File: src/sv/ptcm_pkg.sv
// ----------------------------------------------------------------------------
// ptcm_pkg
// types and codes of the priority command mux
// ----------------------------------------------------------------------------
package ptcm_pkg;

  typedef enum logic [1:0] {
    ST_IDLE,
    ST_SCAN,
    ST_DRAIN,
    ST_FINISH
  } state_t;

  localparam logic [1:0] OP_MSG   = 2'd0;
  localparam logic [1:0] OP_SUB   = 2'd1;
  localparam logic [1:0] OP_UNSUB = 2'd2;
  localparam logic [1:0] OP_NONE  = 2'd3;

  localparam logic [2:0] RC_ACCEPTED   = 3'd0;
  localparam logic [2:0] RC_SRC_DUP    = 3'd1;
  localparam logic [2:0] RC_PRIO_USED  = 3'd2;
  localparam logic [2:0] RC_NOT_FOUND  = 3'd3;
  localparam logic [2:0] RC_FORWARDED  = 3'd4;
  localparam logic [2:0] RC_SUPPRESSED = 3'd5;
  localparam logic [2:0] RC_EMPTY      = 3'd6;

  typedef struct packed {
    logic match;
    logic active;
  } cmp_res_t;

endpackage

File: src/sv/priority_timeout_command_mux_top.sv
// the slot scan reads one table entry per cycle through the single memory read
//   port and the shared compare unit; a message on an empty or out-of-range slot
//   skips the scan, and no new command is taken until the result word is loaded
// reset: clears all slot valid flags at once, no clearing pass
// ----------------------------------------------------------------------------
// priority_timeout_command_mux_top
// priority command mux with per-source activity timeout
// ----------------------------------------------------------------------------
module priority_timeout_command_mux_top #(
  parameter int PRIORITY_LEVELS = 16,
  parameter int TIME_BITS       = 32
) (
  input  logic        clk,
  input  logic        rst,
  input  logic        cmd_valid,
  output logic        cmd_stall,
  input  logic [1:0]  op,
  input  logic [3:0]  prio_level,
  input  logic [7:0]  source_id,
  input  logic [31:0] timeout_ticks,
  input  logic [31:0] now_time,
  output logic        res_valid,
  input  logic        res_stall,
  output logic [2:0]  result_code,
  output logic        forward
);
  import ptcm_pkg::*;

  localparam int IDX_W = $clog2(PRIORITY_LEVELS);

  logic                 rd_en;
  logic [IDX_W-1:0]     rd_addr;
  logic [7:0]           rd_src;
  logic [TIME_BITS-1:0] rd_tmo;
  logic [TIME_BITS-1:0] rd_last;
  logic [IDX_W-1:0]     wr_addr;
  logic                 wr_src_en;
  logic                 wr_tmo_en;
  logic                 wr_last_en;
  logic [7:0]           wr_src;
  logic [TIME_BITS-1:0] wr_tmo;
  logic [TIME_BITS-1:0] wr_last;
  logic [7:0]           item_src;
  logic [TIME_BITS-1:0] item_now;
  cmp_res_t             cmp_res;

  ptcm_seq #(
    .PRIORITY_LEVELS(PRIORITY_LEVELS),
    .TIME_BITS      (TIME_BITS)
  ) u_seq (
    .clk          (clk),
    .rst          (rst),
    .cmd_valid    (cmd_valid),
    .cmd_stall    (cmd_stall),
    .op           (op),
    .prio_level   (prio_level),
    .source_id    (source_id),
    .timeout_ticks(timeout_ticks),
    .now_time     (now_time),
    .res_valid    (res_valid),
    .res_stall    (res_stall),
    .result_code  (result_code),
    .forward      (forward),
    .rd_en        (rd_en),
    .rd_addr      (rd_addr),
    .wr_addr      (wr_addr),
    .wr_src_en    (wr_src_en),
    .wr_tmo_en    (wr_tmo_en),
    .wr_last_en   (wr_last_en),
    .wr_src       (wr_src),
    .wr_tmo       (wr_tmo),
    .wr_last      (wr_last),
    .item_src     (item_src),
    .item_now     (item_now),
    .cmp_res      (cmp_res)
  );

  ptcm_slot_mem #(
    .PRIORITY_LEVELS(PRIORITY_LEVELS),
    .TIME_BITS      (TIME_BITS)
  ) u_mem (
    .clk       (clk),
    .rd_en     (rd_en),
    .rd_addr   (rd_addr),
    .rd_src    (rd_src),
    .rd_tmo    (rd_tmo),
    .rd_last   (rd_last),
    .wr_addr   (wr_addr),
    .wr_src_en (wr_src_en),
    .wr_tmo_en (wr_tmo_en),
    .wr_last_en(wr_last_en),
    .wr_src    (wr_src),
    .wr_tmo    (wr_tmo),
    .wr_last   (wr_last)
  );

  ptcm_cmp #(
    .TIME_BITS(TIME_BITS)
  ) u_cmp (
    .item_src (item_src),
    .item_now (item_now),
    .slot_src (rd_src),
    .slot_tmo (rd_tmo),
    .slot_last(rd_last),
    .res      (cmp_res)
  );

endmodule

File: src/sv/ptcm_cmp.sv
// ----------------------------------------------------------------------------
// ptcm_cmp
// shared slot compare unit: source id match and wrapping activity test
// ----------------------------------------------------------------------------
module ptcm_cmp #(
  parameter int TIME_BITS = 32
) (
  input  logic [7:0]           item_src,
  input  logic [TIME_BITS-1:0] item_now,
  input  logic [7:0]           slot_src,
  input  logic [TIME_BITS-1:0] slot_tmo,
  input  logic [TIME_BITS-1:0] slot_last,
  output ptcm_pkg::cmp_res_t   res
);
  import ptcm_pkg::*;

  logic [TIME_BITS-1:0] age;

  always_comb begin
    age        = item_now - slot_last;
    res.match  = (item_src == slot_src);
    res.active = (age < slot_tmo);
  end

endmodule

File: src/sv/ptcm_slot_mem.sv
// ----------------------------------------------------------------------------
// ptcm_slot_mem
// slot table memories: source id, timeout and last message time
// ----------------------------------------------------------------------------
module ptcm_slot_mem #(
  parameter int PRIORITY_LEVELS = 16,
  parameter int TIME_BITS       = 32,
  localparam int IDX_W          = $clog2(PRIORITY_LEVELS)
) (
  input  logic                 clk,
  input  logic                 rd_en,
  input  logic [IDX_W-1:0]     rd_addr,
  output logic [7:0]           rd_src,
  output logic [TIME_BITS-1:0] rd_tmo,
  output logic [TIME_BITS-1:0] rd_last,
  input  logic [IDX_W-1:0]     wr_addr,
  input  logic                 wr_src_en,
  input  logic                 wr_tmo_en,
  input  logic                 wr_last_en,
  input  logic [7:0]           wr_src,
  input  logic [TIME_BITS-1:0] wr_tmo,
  input  logic [TIME_BITS-1:0] wr_last
);
  import ptcm_pkg::*;

  logic [7:0]           mem_src  [PRIORITY_LEVELS];
  logic [TIME_BITS-1:0] mem_tmo  [PRIORITY_LEVELS];
  logic [TIME_BITS-1:0] mem_last [PRIORITY_LEVELS];

  always_ff @(posedge clk) begin
    if (wr_src_en) begin
      mem_src[wr_addr] <= wr_src;
    end
    if (wr_tmo_en) begin
      mem_tmo[wr_addr] <= wr_tmo;
    end
    if (wr_last_en) begin
      mem_last[wr_addr] <= wr_last;
    end
  end

  always_ff @(posedge clk) begin
    if (rd_en) begin
      rd_src  <= mem_src[rd_addr];
      rd_tmo  <= mem_tmo[rd_addr];
      rd_last <= mem_last[rd_addr];
    end
  end

endmodule

File: src/sv/ptcm_seq.sv
// ----------------------------------------------------------------------------
// ptcm_seq
// command sequencer: slot scan, valid flags, table updates, result register
// ----------------------------------------------------------------------------
module ptcm_seq #(
  parameter int PRIORITY_LEVELS = 16,
  parameter int TIME_BITS       = 32,
  localparam int IDX_W          = $clog2(PRIORITY_LEVELS)
) (
  input  logic                 clk,
  input  logic                 rst,
  input  logic                 cmd_valid,
  output logic                 cmd_stall,
  input  logic [1:0]           op,
  input  logic [3:0]           prio_level,
  input  logic [7:0]           source_id,
  input  logic [31:0]          timeout_ticks,
  input  logic [31:0]          now_time,
  output logic                 res_valid,
  input  logic                 res_stall,
  output logic [2:0]           result_code,
  output logic                 forward,
  output logic                 rd_en,
  output logic [IDX_W-1:0]     rd_addr,
  output logic [IDX_W-1:0]     wr_addr,
  output logic                 wr_src_en,
  output logic                 wr_tmo_en,
  output logic                 wr_last_en,
  output logic [7:0]           wr_src,
  output logic [TIME_BITS-1:0] wr_tmo,
  output logic [TIME_BITS-1:0] wr_last,
  output logic [7:0]           item_src,
  output logic [TIME_BITS-1:0] item_now,
  input  ptcm_pkg::cmp_res_t   cmp_res
);
  import ptcm_pkg::*;

  localparam logic [IDX_W-1:0] LAST_IDX = IDX_W'(PRIORITY_LEVELS - 1);
  localparam logic [8:0]       LEVELS_9 = 9'(PRIORITY_LEVELS);

  state_t               state;
  state_t               state_next;
  logic [1:0]           op_q;
  logic [IDX_W-1:0]     slot_q;
  logic                 in_range_q;
  logic [7:0]           src_q;
  logic [TIME_BITS-1:0] tmo_q;
  logic [TIME_BITS-1:0] now_q;
  logic [IDX_W-1:0]     idx;
  logic                 rd_vld;
  logic [IDX_W-1:0]     rd_idx;
  logic                 hit;
  logic [IDX_W-1:0]     hit_idx;
  logic [PRIORITY_LEVELS-1:0] slot_valid;

  logic [IDX_W+3:0]     prio_wide;
  logic [IDX_W-1:0]     prio_slot;
  logic                 in_range;
  logic                 accept;
  logic                 eval_hit;
  logic                 out_ready;
  logic                 out_load;
  logic                 sub_write;
  logic                 msg_write;
  logic                 unsub_clr;
  logic [2:0]           code_next;
  logic                 fwd_next;

  assign prio_wide = {{IDX_W{1'b0}}, prio_level};
  assign prio_slot = prio_wide[IDX_W-1:0];
  assign in_range  = (9'(prio_level) < LEVELS_9);
  assign accept    = cmd_valid && !cmd_stall;
  assign out_ready = !res_valid || !res_stall;
  assign item_src  = src_q;
  assign item_now  = now_q;
  assign rd_addr   = idx;

  always_comb begin
    if (op_q == OP_MSG) begin
      eval_hit = slot_valid[rd_idx] && cmp_res.active && (rd_idx > slot_q);
    end else begin
      eval_hit = slot_valid[rd_idx] && cmp_res.match;
    end
  end

  always_ff @(posedge clk) begin
    if (rst) begin
      state <= ST_IDLE;
    end else begin
      state <= state_next;
    end
  end

  always_comb begin
    state_next = state;
    cmd_stall  = (state != ST_IDLE);
    rd_en      = 1'b0;
    out_load   = 1'b0;
    sub_write  = 1'b0;
    msg_write  = 1'b0;
    unsub_clr  = 1'b0;
    code_next  = RC_ACCEPTED;
    fwd_next   = 1'b0;
    unique case (state)
      ST_IDLE: begin
        if (cmd_valid) begin
          if (op == OP_MSG && !(in_range && slot_valid[prio_slot])) begin
            state_next = ST_FINISH;
          end else if (op != OP_NONE) begin
            state_next = ST_SCAN;
          end
        end
      end
      ST_SCAN: begin
        rd_en = 1'b1;
        if (idx == LAST_IDX) begin
          state_next = ST_DRAIN;
        end
      end
      ST_DRAIN: begin
        state_next = ST_FINISH;
      end
      ST_FINISH: begin
        unique case (op_q)
          OP_SUB: begin
            if (hit) begin
              code_next = RC_SRC_DUP;
            end else if (!in_range_q || slot_valid[slot_q]) begin
              code_next = RC_PRIO_USED;
            end else begin
              code_next = RC_ACCEPTED;
              sub_write = out_ready;
            end
          end
          OP_UNSUB: begin
            if (hit) begin
              code_next = RC_ACCEPTED;
              unsub_clr = out_ready;
            end else begin
              code_next = RC_NOT_FOUND;
            end
          end
          OP_MSG: begin
            if (!(in_range_q && slot_valid[slot_q])) begin
              code_next = RC_EMPTY;
            end else begin
              msg_write = out_ready;
              if (hit) begin
                code_next = RC_SUPPRESSED;
              end else begin
                code_next = RC_FORWARDED;
                fwd_next  = 1'b1;
              end
            end
          end
          default: begin
            code_next = RC_EMPTY;
          end
        endcase
        if (out_ready) begin
          out_load   = 1'b1;
          state_next = ST_IDLE;
        end
      end
      default: begin
        state_next = ST_IDLE;
      end
    endcase
  end

  assign wr_addr    = slot_q;
  assign wr_src_en  = sub_write;
  assign wr_tmo_en  = sub_write;
  assign wr_last_en = sub_write || msg_write;
  assign wr_src     = src_q;
  assign wr_tmo     = tmo_q;
  assign wr_last    = sub_write ? '0 : now_q;

  // control
  always_ff @(posedge clk) begin
    if (rst) begin
      slot_valid <= '0;
      rd_vld     <= 1'b0;
      hit        <= 1'b0;
      res_valid  <= 1'b0;
    end else begin
      rd_vld <= (state == ST_SCAN);
      if (accept) begin
        hit <= 1'b0;
      end else if (rd_vld && eval_hit && !hit) begin
        hit <= 1'b1;
      end
      if (sub_write) begin
        slot_valid[slot_q] <= 1'b1;
      end
      if (unsub_clr) begin
        slot_valid[hit_idx] <= 1'b0;
      end
      if (out_load) begin
        res_valid <= 1'b1;
      end else if (!res_stall) begin
        res_valid <= 1'b0;
      end
    end
  end

  // payload
  always_ff @(posedge clk) begin
    if (accept) begin
      op_q       <= op;
      slot_q     <= prio_slot;
      in_range_q <= in_range;
      src_q      <= source_id;
      tmo_q      <= TIME_BITS'(timeout_ticks);
      now_q      <= TIME_BITS'(now_time);
      idx        <= '0;
    end else if (state == ST_SCAN) begin
      idx <= idx + 1'b1;
    end
    rd_idx <= idx;
    if (rd_vld && eval_hit && !hit) begin
      hit_idx <= rd_idx;
    end
    if (out_load) begin
      result_code <= code_next;
      forward     <= fwd_next;
    end
  end

endmodule

File: config.mk
export PLATFORM = sky130hd
export DESIGN_NAME = priority_timeout_command_mux_top
export DESIGN_NICKNAME = d
export VERILOG_FILES = /design/src/sv/ptcm_pkg.sv /design/src/sv/priority_timeout_command_mux_top.sv /design/src/sv/ptcm_cmp.sv /design/src/sv/ptcm_slot_mem.sv /design/src/sv/ptcm_seq.sv
export SDC_FILE = /design/constraint.sdc
export NUM_CORES = 1
export LEC_CHECK = 0
export ABC_AREA = 1
export BUFFER_PORTS_ARGS = -buffer_cell sky130_fd_sc_hd__buf_4
export CORE_UTILIZATION = 58
export CTS_CLUSTER_SIZE = 40
export DETAILED_ROUTE_END_ITERATION = 7
export PLACE_DENSITY = 0.74
export SYNTH_ARGS = -nofsm -noshare
export SYNTH_HDL_FRONTEND = slang
export SYNTH_SLANG_ARGS = --single-unit
File: constraint.sdc
create_clock -name clk -period 9.62 [get_ports clk]
set_input_delay 1.924 -clock clk [delete_from_list [all_inputs] [get_ports clk]]
set_output_delay 1.924 -clock clk [all_outputs]
set_load 0.01 [all_outputs]
==> impl_metrics.toml <==
[synthesis]
netlist.area_leader.share = 0.721
synthTopCellsByCount = "1310 x edfxtp_1, 769 x nor2_1, 325 x o21ai_0, 323 x nand2_1, 187 x inv_1"
yosysWarnings = 0
async_reset_ff_frac = 0
synth-seq-area-share = 0.732
synth_area_um2 = 54500
synth_area_per_cell_um2 = 13.4
synth_edf_count = 1310
yosys.cell_types.count = 48
synth.most_common_cell = "edfxtp_1"
synth_area_leaders = "edfxtp_1 72%, nor2_1 5.3%, o21ai_0 3.0%"
synth_fp_nets = 4222
synthFlopType = "edfxtp_1"
synth_area_leader_cell = "edfxtp_1"
synth_cells = 4063
ys_ff_latch = 1339

[setup_path]
critPathRequiredTime_ns = 9.97
cp_cell_sequence = "buf_4 > nand2_1 > inv_1 > nor3_1 > nand2_4 > inv_2 > nor2_1"
cp-start-kind = "primary input"
max_stage_delay_ns = 0.95
endpoint_kind = "flip-flop"
slowest_stage = "inv_2"
path_class = "primary input to flip-flop"
crit_path_max_fanout = 37
cp.arrival_ns = 4.70

[global_route]
grt.overflow.total = 0
antenna_found_initial = 0
grt_pass1_vias = 31758
grt_pass1_wl_mm = 191
grt_max_degree = 205
grt_use_total = 0.271

[clocking]
clock-sinks = 1339
post_cts_buffers = 0
clock_latency_ns = 0.75
cts_resized = 0
cts_inserted_buffers = 132
cts_root_buf = "clkbuf_16"
hold_buffers = 0
clockBufferDepth = 3
cts_tree = "done"
h-tree-depth = 4
path_clk_slew_ns = 0.06

[sta]
setup_viol = 0
layout_min_cycle_time_ns = 4.35
fin_skew_ns = 0.0270
max_freq_ghz = 0.230
slew_headroom = 0.241
tightest_slew_ns = 1.14
maxSlewViolCount = 0
hold_violations = 0
setup_tns_ns = 0
fin_crit_sh = 0.452
rsz0062_at_grt = "false"

[die]
die_x_um = 309
die_area_um2 = 95300
start_util = 0.585
rows = 112
die_y_um = 309
core_um2 = 93200
io_pins = 88

[placement]
dp_hpwl_mm = 67.5
place_congestion = 0.925
placed_cell_area_um2 = 56500
place.port_buffers = 87

[detailed_routing]
drc = 0
drt_iter0_drc = 4330
drtPass1Iterations = 6
ant_nets = 0
wl_mm = 128
routed_via_density = 6.11
vias = 33404
wire_per_inst_um = 23.5

[finish]
n_antenna_cell = 0
fin_util = 0.651
drive_gt1_frac = 0.0919
nets = 4263
areaGrowthSynthToFinish_pct = 11.3
nFillCells = 6395
postLayoutCellArea_um2 = 60700

[power_and_ir_drop]
pwr_density_cell_nw_per_um2 = 268
p_total_mw = 16.3
vdd_ir_drop_max_v = 0.000316
power_leakage_nw = 20.3

[job]
maxCapViolations = 0

[run_status]
outcome = "finished clean"

[min_path]
hold_path_class = "flip-flop to flip-flop"
-- registers in the layout, summed over array words and instances (netlist names), 2 cells and up --
register,flops
u_seq.op_q,2
u_seq.slot_valid,16
u_mem.rd_last,32
u_seq.wr_addr,4
u_seq.wr_tmo,32
u_seq.item_src,8
u_seq.state,2
u_mem.rd_src,8
u_seq.result_code,3
u_mem.rd_tmo,32
u_mem.mem_tmo,512
u_seq.hit_idx,4
u_seq.item_now,32
u_seq.rd_addr,4
u_seq.rd_idx,4
u_mem.mem_last,512
u_mem.mem_src,128
-- layout make-up --
type	count	area (um^2)	share of cell area
flip-flops and latches	1339	39900	0.658
multi-input cells	2299	13100	0.216
clock buffers	165	3450	0.0568
well taps	1254	1570	0.0258
repair buffers	138	1100	0.0181
clock inverters	77	801	0.0132
inverters	194	743	0.0122
-- stage by stage --
| step | hold slack, ns | setup slack [ns] | cells |
|---|---|---|---|
| 6_report | 0.401 | 5.27 | 5466 |
| 5_1_grt | 0.414 | 5.15 | 5466 |
| 4_1_cts | 0.401 | 5.35 | 5466 |
| 3_5_place_dp | 0.391 | 4.58 | 5224 |
| 3_3_place_gp | 0.389 | 4.56 | 5224 |
| 2_1_floorplan | 0.347 | 4.78 | 4063 |
-- worst max-delay path: cells and delay by family --
kind          cells  cell delay [ns]
simple gates      4             1.57
buf+inv           3             1.16
-- cell usage in the layout, fill, tap and decap left out, types with 3 or more instances in the layout --
cell       count
edfxtp_1    1310
nor2_1       758
o21ai_0      325
nand2_1      323
inv_1        184
o32ai_1      177
nand3_1      154
clkbuf_16    133
buf_4        133
mux2i_1      112
o221ai_1     111
ha_1          75
a21oi_1       66
o211ai_1      44
clkbuf_1      32
clkinv_1      28
dfxtp_1       26
xor2_1        20
nor2_4        20
clkinv_2      20
a21oi_4       16
o21a_1        11
xnor2_1       11
a31oi_1       11
bufinv_16     11
nor3_1         8
a21o_1         8
a22oi_1        7
inv_6          7
nand4_1        6
o21ba_2        6
inv_16         5
buf_12         5
nand3b_1       4
inv_2          4
o21ai_2        4
inv_4          3
clkinv_8       3
dfxtp_4        3
-- power breakdown --
group / switching (mW) / total, mW / internal, mW
clock: 2.18 / 5.06 / 2.88
sequential: 0.338 / 7.30 / 6.96
combinational: 2.63 / 3.91 / 1.28
total: 5.15 / 16.3 / 11.1
-- logic make-up (layout without fill, tap and decap cells) --
family,after synthesis,after routing,share of synthesized area
AOI/OAI and AO/OA,795,795,0.0975
xor gates and xnor gates,31,31,0.00498
adders and majority gates,77,77,0.0178
buffers and inverters,425,574,0.0325
DFF,1339,1339,0.732
muxes,112,112,0.0206
and+or+nand+nor,1284,1284,0.0948
-- path summary, 6_finish.rpt --
check | startpoint | end | slack (ns) | cells past startpoint
hold / removal | u_seq.rd_addr[3]$_SDFFE_PP0P_ | u_seq.rd_idx[3]$_DFF_P_ | 0.40 | 0
setup reg to reg | u_seq.wr_addr[0]$_DFFE_PP_ | u_mem.mem_last[6][30]$_DFFE_PP_ | 5.55 | 9
setup / recovery | res_stall | u_mem.mem_last[6][30]$_DFFE_PP_ | 5.27 | 7
hold reg to reg | u_seq.rd_addr[3]$_SDFFE_PP0P_ | u_seq.rd_idx[3]$_DFF_P_ | 0.40 | 0
-- layer usage --
layer | up-vias | GRT usage | routed length, um | part of all wire
met4 | 0 | 0.114 | 4630 | 0.036
met1 | 16265 | 0.377 | 52000 | 0.40
met5 | - | 0 | 0 | 0
li1 | 15178 | - | - | -
met2 | 1692 | 0.417 | 59400 | 0.46
met3 | 269 | 0.0571 | 12400 | 0.097
Power figures use the tool's default switching activity.
